**config.mk**
```make
export PLATFORM = sky130hd
export DESIGN_NAME = xor_zero_run_diff_encoder_core
export DESIGN_NICKNAME = d
export VERILOG_FILES = /design/src/sv/xzrd_pkg.sv /design/src/sv/xor_zero_run_diff_encoder_core.sv
export SDC_FILE = /design/constraint.sdc
export NUM_CORES = 1
export LEC_CHECK = 0
export BUFFER_PORTS_ARGS = -buffer_cell sky130_fd_sc_hd__clkbuf_2
export CORE_MARGIN = 2
export CORE_UTILIZATION = 45
export CTS_CLUSTER_SIZE = 16
export DETAILED_ROUTE_END_ITERATION = 12
export PLACE_DENSITY = 0.73
export SYNTH_ARGS = -nofsm -noshare
export SYNTH_HDL_FRONTEND = slang
export SYNTH_SLANG_ARGS = --single-unit
export TNS_END_PERCENT = 1
```
**constraint.sdc**
```tcl
create_clock -name clock -period 4.1 [get_ports clock]
set_input_delay 0.82 -clock clock [delete_from_list [all_inputs] [get_ports clock]]
set_output_delay 0.82 -clock clock [all_outputs]
set_load 0.05 [all_outputs]
```
**src/sv/xzrd_pkg.sv**
```systemverilog
// Shared types and constants for the XOR zero-run diff encoder.
`timescale 1ns / 1ps
`default_nettype none
package xzrd_pkg;

   localparam int unsigned RUN_W = 16;
   localparam int unsigned LEN_W = 17;
   localparam int unsigned NUM_SLOTS = 8;
   localparam int unsigned SLOT_IDX_W = 3;

   localparam logic [RUN_W-1:0] RUN_SPLIT = 16'h8000;
   localparam logic [RUN_W-1:0] RUN_MAX = 16'hFFFF;
   localparam logic [LEN_W-1:0] LEN_MAX = 17'h1FFFF;
   localparam logic [7:0] SPLIT_FILL = 8'hFF;
   localparam logic [14:0] SHORT_RUN_MAX = 15'h007F;

   // Fixed positions of the words an input can produce, in emission order.
   localparam logic [SLOT_IDX_W-1:0] SLOT_SPLIT_MARK = 3'd0;
   localparam logic [SLOT_IDX_W-1:0] SLOT_SPLIT_LO = 3'd1;
   localparam logic [SLOT_IDX_W-1:0] SLOT_SPLIT_HI = 3'd2;
   localparam logic [SLOT_IDX_W-1:0] SLOT_RUN_MARK = 3'd3;
   localparam logic [SLOT_IDX_W-1:0] SLOT_RUN_LO = 3'd4;
   localparam logic [SLOT_IDX_W-1:0] SLOT_RUN_HI = 3'd5;
   localparam logic [SLOT_IDX_W-1:0] SLOT_XOR = 3'd6;
   localparam logic [SLOT_IDX_W-1:0] SLOT_BARE = 3'd7;

   typedef logic [NUM_SLOTS-1:0] slot_mask_type;

endpackage
`default_nettype wire

```
**src/sv/xor_zero_run_diff_encoder_core.sv**
```systemverilog
// XOR zero-run diff encoder: byte-pair input, diff stream output.
//
// Each accepted byte pair is XORed; zero results grow a run counter, a
// nonzero result queues the run code (0,FF,FF for runs over 32768, then 0
// and run-1 in one or two bytes) ahead of the XOR byte. A pending register
// holds the words an input produces as a slot mask and hands one word per
// cycle to the output register while rsp_ready does not stall it (zero
// bytes that are not block end produce nothing); a new pair is taken in
// the same cycle the previous item's final word moves to the output
// register. rsp_byte_count counts bytes per block and both counters clear
// at block end. No clearing pass after reset.
`timescale 1ns / 1ps
`default_nettype none
module xor_zero_run_diff_encoder_core (
   input  wire logic        clock,
   input  wire logic        reset,
   input  wire logic        req_valid,
   output logic             req_ready,
   input  wire logic [7:0]  req_cur_byte,
   input  wire logic [7:0]  req_prev_byte,
   input  wire logic        req_last_byte,
   output logic             rsp_valid,
   input  wire logic        rsp_ready,
   output logic [7:0]       rsp_diff_byte,
   output logic             rsp_byte_valid,
   output logic             rsp_run_last,
   output logic             rsp_block_end,
   output logic [16:0]      rsp_byte_count
);

   // pending item
   xzrd_pkg::slot_mask_type mask_ff, mask_in;
   logic [7:0] run_lo_ff, run_lo_in;
   logic [7:0] run_hi_ff, run_hi_in;
   logic [7:0] xor_ff, xor_in;
   logic       last_ff, last_in;

   // block state
   logic [xzrd_pkg::RUN_W-1:0] run_cnt_ff, run_cnt_in;
   logic [xzrd_pkg::LEN_W-1:0] emit_cnt_ff, emit_cnt_in;

   // output register
   logic        out_vld_ff, out_vld_in;
   logic [7:0]  out_byte_ff, out_byte_in;
   logic        out_bvld_ff, out_bvld_in;
   logic        out_rlast_ff, out_rlast_in;
   logic        out_bend_ff, out_bend_in;
   logic [xzrd_pkg::LEN_W-1:0] out_len_ff, out_len_in;

   logic [7:0]  x;
   logic        accept;
   logic        load;
   logic        out_free;
   logic        emit;
   logic        is_final;
   logic [xzrd_pkg::SLOT_IDX_W-1:0] sel_idx;
   xzrd_pkg::slot_mask_type mask_next;
   xzrd_pkg::slot_mask_type new_mask;
   logic        split;
   logic [xzrd_pkg::RUN_W-1:0] j_run;
   logic        run_en;
   logic [14:0] j_minus;
   logic        two_bytes;
   logic [7:0]  sel_byte;
   logic        sel_bvld;
   logic [xzrd_pkg::LEN_W-1:0] cnt_next;

   assign x = req_cur_byte ^ req_prev_byte;

   // run code for the pending zero run; a zero block end drops the run
   always_comb begin
      split = run_cnt_ff > xzrd_pkg::RUN_SPLIT;
      j_run = split ? (run_cnt_ff - xzrd_pkg::RUN_SPLIT) : run_cnt_ff;
      run_en = j_run != '0;
      j_minus = 15'(j_run - 16'd1);
      two_bytes = j_minus > xzrd_pkg::SHORT_RUN_MAX;
      new_mask = '0;
      new_mask[xzrd_pkg::SLOT_SPLIT_MARK] = split && (x != 8'h00);
      new_mask[xzrd_pkg::SLOT_SPLIT_LO] = split && (x != 8'h00);
      new_mask[xzrd_pkg::SLOT_SPLIT_HI] = split && (x != 8'h00);
      new_mask[xzrd_pkg::SLOT_RUN_MARK] = run_en && (x != 8'h00);
      new_mask[xzrd_pkg::SLOT_RUN_LO] = run_en && (x != 8'h00);
      new_mask[xzrd_pkg::SLOT_RUN_HI] = run_en && two_bytes && (x != 8'h00);
      new_mask[xzrd_pkg::SLOT_XOR] = x != 8'h00;
      new_mask[xzrd_pkg::SLOT_BARE] = x == 8'h00;
   end

   // lowest pending slot goes out next
   always_comb begin
      sel_idx = '0;
      for (int i = xzrd_pkg::NUM_SLOTS - 1; i >= 0; i--) begin
         if (mask_ff[i]) begin
            sel_idx = xzrd_pkg::SLOT_IDX_W'(i);
         end
      end
      mask_next = mask_ff & ~(xzrd_pkg::slot_mask_type'(1) << sel_idx);
      is_final = mask_next == '0;
   end

   always_comb begin
      sel_bvld = 1'b1;
      unique case (sel_idx)
         xzrd_pkg::SLOT_SPLIT_MARK: sel_byte = 8'h00;
         xzrd_pkg::SLOT_SPLIT_LO:   sel_byte = xzrd_pkg::SPLIT_FILL;
         xzrd_pkg::SLOT_SPLIT_HI:   sel_byte = xzrd_pkg::SPLIT_FILL;
         xzrd_pkg::SLOT_RUN_MARK:   sel_byte = 8'h00;
         xzrd_pkg::SLOT_RUN_LO:     sel_byte = run_lo_ff;
         xzrd_pkg::SLOT_RUN_HI:     sel_byte = run_hi_ff;
         xzrd_pkg::SLOT_XOR:        sel_byte = xor_ff;
         xzrd_pkg::SLOT_BARE: begin
            sel_byte = 8'h00;
            sel_bvld = 1'b0;
         end
         default:                   sel_byte = 8'h00;
      endcase
   end

   assign out_free = !out_vld_ff || rsp_ready;
   assign emit = (mask_ff != '0) && out_free;
   assign req_ready = (mask_ff == '0) || (emit && is_final);
   assign accept = req_valid && req_ready;
   assign load = accept && ((x != 8'h00) || req_last_byte);

   always_comb begin
      cnt_next = (sel_bvld && (emit_cnt_ff < xzrd_pkg::LEN_MAX)) ?
                 emit_cnt_ff + 17'd1 : emit_cnt_ff;

      // pending register
      mask_in = mask_ff;
      run_lo_in = run_lo_ff;
      run_hi_in = run_hi_ff;
      xor_in = xor_ff;
      last_in = last_ff;
      if (emit) begin
         mask_in = mask_next;
      end
      if (load) begin
         mask_in = new_mask;
         run_lo_in = two_bytes ? {1'b1, j_minus[6:0]} : j_minus[7:0];
         run_hi_in = j_minus[14:7];
         xor_in = x;
         last_in = req_last_byte;
      end

      // zero-run counter
      run_cnt_in = run_cnt_ff;
      if (accept) begin
         if (x != 8'h00 || req_last_byte) begin
            run_cnt_in = '0;
         end else if (run_cnt_ff < xzrd_pkg::RUN_MAX) begin
            run_cnt_in = run_cnt_ff + 16'd1;
         end
      end

      // output register and length counter
      emit_cnt_in = emit_cnt_ff;
      out_vld_in = out_vld_ff && !rsp_ready;
      out_byte_in = out_byte_ff;
      out_bvld_in = out_bvld_ff;
      out_rlast_in = out_rlast_ff;
      out_bend_in = out_bend_ff;
      out_len_in = out_len_ff;
      if (emit) begin
         out_vld_in = 1'b1;
         out_byte_in = sel_byte;
         out_bvld_in = sel_bvld;
         out_rlast_in = is_final;
         out_bend_in = is_final && last_ff;
         out_len_in = cnt_next;
         emit_cnt_in = (is_final && last_ff) ? '0 : cnt_next;
      end
   end

   always_ff @(posedge clock) begin
      if (reset) begin
         mask_ff <= '0;
         run_cnt_ff <= '0;
         emit_cnt_ff <= '0;
         out_vld_ff <= 1'b0;
      end else begin
         mask_ff <= mask_in;
         run_cnt_ff <= run_cnt_in;
         emit_cnt_ff <= emit_cnt_in;
         out_vld_ff <= out_vld_in;
      end
   end

   always_ff @(posedge clock) begin
      run_lo_ff <= run_lo_in;
      run_hi_ff <= run_hi_in;
      xor_ff <= xor_in;
      last_ff <= last_in;
      out_byte_ff <= out_byte_in;
      out_bvld_ff <= out_bvld_in;
      out_rlast_ff <= out_rlast_in;
      out_bend_ff <= out_bend_in;
      out_len_ff <= out_len_in;
   end

   assign rsp_valid = out_vld_ff;
   assign rsp_diff_byte = out_byte_ff;
   assign rsp_byte_valid = out_bvld_ff;
   assign rsp_run_last = out_rlast_ff;
   assign rsp_block_end = out_bend_ff;
   assign rsp_byte_count = out_len_ff;

endmodule
`default_nettype wire

```
# Word-level counts from Yosys, hierarchy flattened
# Index checks and enable logic that the tools add are counted.
[word_totals]
ff_bits = 95
wordCells = 79
out_inout_bits = 30
[op_classes]
magnitude_cmp = 4
n_bitwise = 3
shifts = 1
reduce_logical = 28
n_eq_ne = 7
add_sub_neg = 4
mux = 18
[op_table]
columns = ["op", "n"]
rows = [
  ["$mux W16", 3],
  ["$pmux W8 S5", 1],
  ["$mux W17", 2],
  ["$logic_not A8 Y1", 3],
  ["$mux W3", 8],
  ["$add A17 B1 Y17 const B", 1],
  ["$lt A17 B17 Y1 const B", 1],
  ["$add A16 B1 Y16 const B", 1],
  ["$gt A16 B16 Y1 const B", 1],
  ["$lt A16 B16 Y1 const B", 1],
  ["$mux W8", 2],
  ["$reduce_bool A16 Y1", 1],
  ["$reduce_bool A8 Y1", 2],
  ["$sub A16 B16 Y16 const B", 1],
  ["$gt A15 B7 Y1 const B", 1],
  ["$sub A15 B1 Y15 const B", 1],
  ["$eq A3 B3 Y1 const B", 4],
  ["$logic_and A1 B1 Y1", 11],
  ["$and A8 B8 Y8", 1],
  ["$not A8 Y8", 1],
  ["$shl A1 B3 Y8 const A", 1],
  ["$xor A8 B8 Y8", 1],
  ["$eq A3 B2 Y1 const B", 2],
  ["$reduce_bool A2 Y1", 2],
  ["other kinds (8)", 12],
]

# Logic depth before layout (Yosys ltp)
[depth]
depth_word = 17
depth_mapped = 11

# Worst setup path after synthesis
# No wires, ideal clock.
[synth_path]
path_type = "in2reg"
from = "input port req_prev_byte[0]"
to = "register run_cnt_ff[8] in the netlist's numbering"
slack_ps = 1247
setup_time_ps = 64
t_arrival_ps = 2789
path_buffers = 2
cell_stages = 8
required_ps = 4036
path_cell_list = "xor2_1 nor4_1 nand3b_1 and2_1 or2_1 clkbuf_1 buf_2 nor2_1"
[synth_via]
elab_chain_len = 5
[synth_lines]
columns = ["item", "line_no", "rtl"]
rows = [
  ["start: declaration", "xor_zero_run_diff_encoder_core.sv:20", "input wire logic [7:0] req_prev_byte,"],
  ["$xor A8 B8 Y8 *", "xor_zero_run_diff_encoder_core.sv:68", "assign x = req_cur_byte ^ req_prev_byte;"],
  ["$reduce_bool A8 Y1 *", "xor_zero_run_diff_encoder_core.sv:148", "if (x != 8'h00 || req_last_byte) begin"],
  ["$logic_or A1 B1 Y1 *", "xor_zero_run_diff_encoder_core.sv:148", ""],
  ["$reduce_bool A2 Y1 (no line)", "-", ""],
  ["$reduce_and A2 Y1 (no line)", "-", ""],
  ["end signal: assignment", "xor_zero_run_diff_encoder_core.sv:182", "run_cnt_ff <= run_cnt_in;"],
  ["end: declaration", "xor_zero_run_diff_encoder_core.sv:39", "logic [xzrd_pkg::RUN_W-1:0] run_cnt_ff, run_cnt_in;"],
]
# Every way passes the cells marked *; elsewhere a longest branch is shown, timed or not.
# A chain may end at the register's enable or synchronous reset.

# Final worst setup path
[layout_path]
from = "register mask_ff[0]"
to = "register emit_cnt_ff[13] in the netlist's numbering"
[layout_via]
elab_chain_len = 7
[layout_lines]
columns = ["item", "line_no", "rtl"]
rows = [
  ["start: declaration", "xor_zero_run_diff_encoder_core.sv:32", "xzrd_pkg::slot_mask_type mask_ff, mask_in;"],
  ["start signal: assignment", "xor_zero_run_diff_encoder_core.sv:181", "mask_ff <= mask_in;"],
  ["$mux W3", "xor_zero_run_diff_encoder_core.sv:92", "if (mask_ff[i]) begin"],
  ["$shl A1 B3 Y8", "xor_zero_run_diff_encoder_core.sv:96", "mask_next = mask_ff & ~(xzrd_pkg::slot_mask_type'(1) << sel_idx);"],
  ["$not A8 Y8", "xor_zero_run_diff_encoder_core.sv:96", ""],
  ["$and A8 B8 Y8", "xor_zero_run_diff_encoder_core.sv:96", ""],
  ["$logic_not A8 Y1", "xor_zero_run_diff_encoder_core.sv:97", "is_final = mask_next == '0;"],
  ["$logic_and A1 B1 Y1", "xor_zero_run_diff_encoder_core.sv:170", "emit_cnt_in = (is_final && last_ff) ? '0 : cnt_next;"],
  ["$mux W17", "xor_zero_run_diff_encoder_core.sv:170", ""],
  ["end signal: assignment", "xor_zero_run_diff_encoder_core.sv:183", "emit_cnt_ff <= emit_cnt_in;"],
  ["end: declaration", "xor_zero_run_diff_encoder_core.sv:40", "logic [xzrd_pkg::LEN_W-1:0] emit_cnt_ff, emit_cnt_in;"],
]
# Several ways; a longest one is shown, not always the timed one.

==> metrics.md <==
| Metric | Value |
|---|---|
| Status | complete, no violations |
| Final #Nets | 520 |
| Synth area leaders | edfxtp_1, dfxtp_1, xor2_1 |
| Slew Limit Fails | 0 |
| Ys async rst share | 0% |
| Via count | 3,609 |
| EDFF count, synth | 53 |
| Final Cycle Share | 70.1% |
| Via density | 5.67 |
| Synth Flop Type | edfxtp_1 |
| Crit start category | flop |
| Hold Path Depth | 2 |
| Reg2Reg Depth | 7 |
| Post-CTS Resized | 0 |
| Vias in the first global route | 3,455 |
| Average routed wire per standard cell | 15.6 um |
| Synth top area share | 33.5% |
| Synth top cells by count | edfxtp_1, dfxtp_1, nand2_1, nor2_1 |
| DRT Wirelength | 9.95 mm |
| Total of max-cap violations | 0 |
| Register-to-register setup slack | 1.23 ns |
| Ant diodes | 0 |
| Non-Filler Instances | 636 |
| IO Count | 51 |
| CTS tree | done |
| DP HPWL | 7.24 mm |
| CTS Hold Buffers Added | 0 |
| Syn Nets | 488 |
| Largest net degree at the start of global routing | 39 |
| Number of buffers created by CTS | 9 |
| Final hold vios | 0 |
| Ys Warns | 0 |
| # rows | 37 |
| GRT Util Overall | 18.7% |
| Register bit count reported by yosys | 95 |
| Total power | 1.82 mW |
| Clock Sinks | 95 |
| Cell Area, Synth | 4750 um^2 |
| GPL Wtd Cong | 0.893 |
| Syn Area/Cell | 10.3 um^2 |
| DR DRC count | 0 |
| Slew @ Worst Pin | 0.882 ns |
| GRT overflow | 0 |
| Hold crit path type | flop to flop |
| Die span in x | 107 um |
| Clock root buffer | clkbuf_8 |
| Setup TNS Final | 0 ns |
| Effective utilization at floorplan | 46.2% |
| Die area | 11,400 um^2 |
| Clk_lat worst skew | 0.37 ns |
| Clock buffer depth | 2 |
| Pre-Repair DR Iteration Count | 5 |
| CP required | 4.37 ns |
| Register area share after synthesis | 51.3% |
| Synth cell types | 63 |
| Post-synthesis instance total | 463 |
| Clock slew at reported path FFs | 0.09 ns |
| Critical Path AT | 3.14 ns |
| Max-slew headroom | 41.0% |
| First-pass GRT wire length | 16.7 mm |
| Setup Skew | 0.00993 ns |
| Fin util | 50.8% |
| H-tree depth | 3 |
| Placed Cells | 620 |
| Layout cells sized above 1 | 16.2% |
| Peak supply drop | 0.149 mV |
| Achievable Freq | 348 MHz |
| Pwr/cell area | 349 nW/um^2 |
| PortBufs | 50 |
| Synth area leader | edfxtp_1 |
| Post CTS Setup Buffer Count | 0 |
| Starting DRT DRC Count | 235 |
| Antenna violations before repair | 0 |
| DRT antenna net count | 0 |
| Leak | 1.81 nW |
| Top-count cell post-synth | edfxtp_1 |
| Setup crit end kind | flop |
| WS Path Type | flop to flop |
| Die height | 107 um |
| Total core area | 10,300 um^2 |
| RSZ-0062 raised after global routing | no |
| Fin crit period | 2.87 ns |
| Area Growth Syn to Fin | 9.99% |
| CP max FO | 38 |
| Fill count | 967 |
| Final setup violation count | 0 |
cell usage in the layout, fill, tap and decap left out, types with 3 or more instances in the layout:
cell / n
nor2b_1: 6
nand3_1: 27
o211ai_1: 3
or2_2: 3
o21ai_0: 12
a211oi_1: 4
clkbuf_8: 10
dfxtp_1: 42
nor3_1: 13
nand4_1: 18
ha_1: 4
and2_1: 6
and3_1: 10
xnor2_1: 19
nor4_1: 9
xor2_1: 27
nand2_1: 33
and4_1: 4
inv_1: 12
edfxtp_1: 53
clkbuf_2: 50
a22oi_1: 9
or3_1: 10
nor2_1: 32
a31oi_1: 3
a22o_1: 6
a21oi_1: 20
nand3b_1: 5
cells by family (layout without fill, tap and decap cells):
logic type | count (synthesis) | after routing | share of synthesized area [%]
and+or+nand+nor | 192 | 192 | 22.3
adders and majority gates | 4 | 4 | 1.05
muxes | 2 | 2 | 0.475
xor gates and xnor gates | 46 | 46 | 8.49
buffers and inverters | 43 | 80 | 4.11
DFF | 95 | 95 | 51.3
AOI/OAI and AO/OA | 81 | 81 | 12.3
metrics by stage:
stage	hold WS (ns)	worst slack, ns	area (um^2)
CTS	0.527	1.14	5220
finish	0.520	1.23	5220
detailed placement	0.515	1.01	5030
floorplan	0.479	1.25	4750
global route	0.567	0.917	5220
global placement	0.497	1.07	5030
worst paths after layout:
| path | startpoint | end |
|---|---|---|
| setup / recovery | mask_ff[0] | emit_cnt_ff[13] |
| hold / removal | emit_cnt_ff[7] | emit_cnt_ff[7] |
| setup reg to reg | mask_ff[0] | emit_cnt_ff[13] |
| hold reg to reg | emit_cnt_ff[7] | emit_cnt_ff[7] |
worst max-delay path: stages, from the launching register on:
cell and delay, ns:
dfxtp_1 0.41, or4_4 0.68, nor2_8 0.17, or2_1 0.34, inv_2 0.38, nand2b_1 0.34
nor2_1 0.18, a22o_1 0.28
state kept, by name, indices dropped and copies added, names as in the netlist:
register	cells
emit_cnt_ff	17
last_ff	1
mask_ff	8
rsp_block_end	1
rsp_byte_count	17
rsp_byte_valid	1
rsp_diff_byte	8
rsp_run_last	1
rsp_valid	1
run_cnt_ff	16
run_hi_ff	8
run_lo_ff	8
xor_ff	8
per-layer routing:
metal | GRT usage, % | vias up | routed length (um)
li1 | - | 1772 | -
met1 | 23.7 | 1692 | 4300
met2 | 30.3 | 123 | 4800
met3 | 4.19 | 22 | 596
met4 | 9.00 | 0 | 255
met5 | 0 | - | 0
power breakdown:
group	internal, mW	switching [mW]	total, mW	leakage (nW)
logic	0.0406	0.131	0.172	0.917
clock network	0.297	0.311	0.608	0.0980
registers	1.03	0.00919	1.04	0.798
final cells by class:
cell class	count	area [um^2]	area share [%]
clock inverters	4	47.5	0.911
multi-input cells	325	2120	40.6
repair buffers	51	258	4.94
clock buffers	12	145	2.78
inverters	13	48.8	0.935
well taps	136	170	3.26
flip-flops and latches	95	2430	46.6
(Power assumes the default switching activity.)
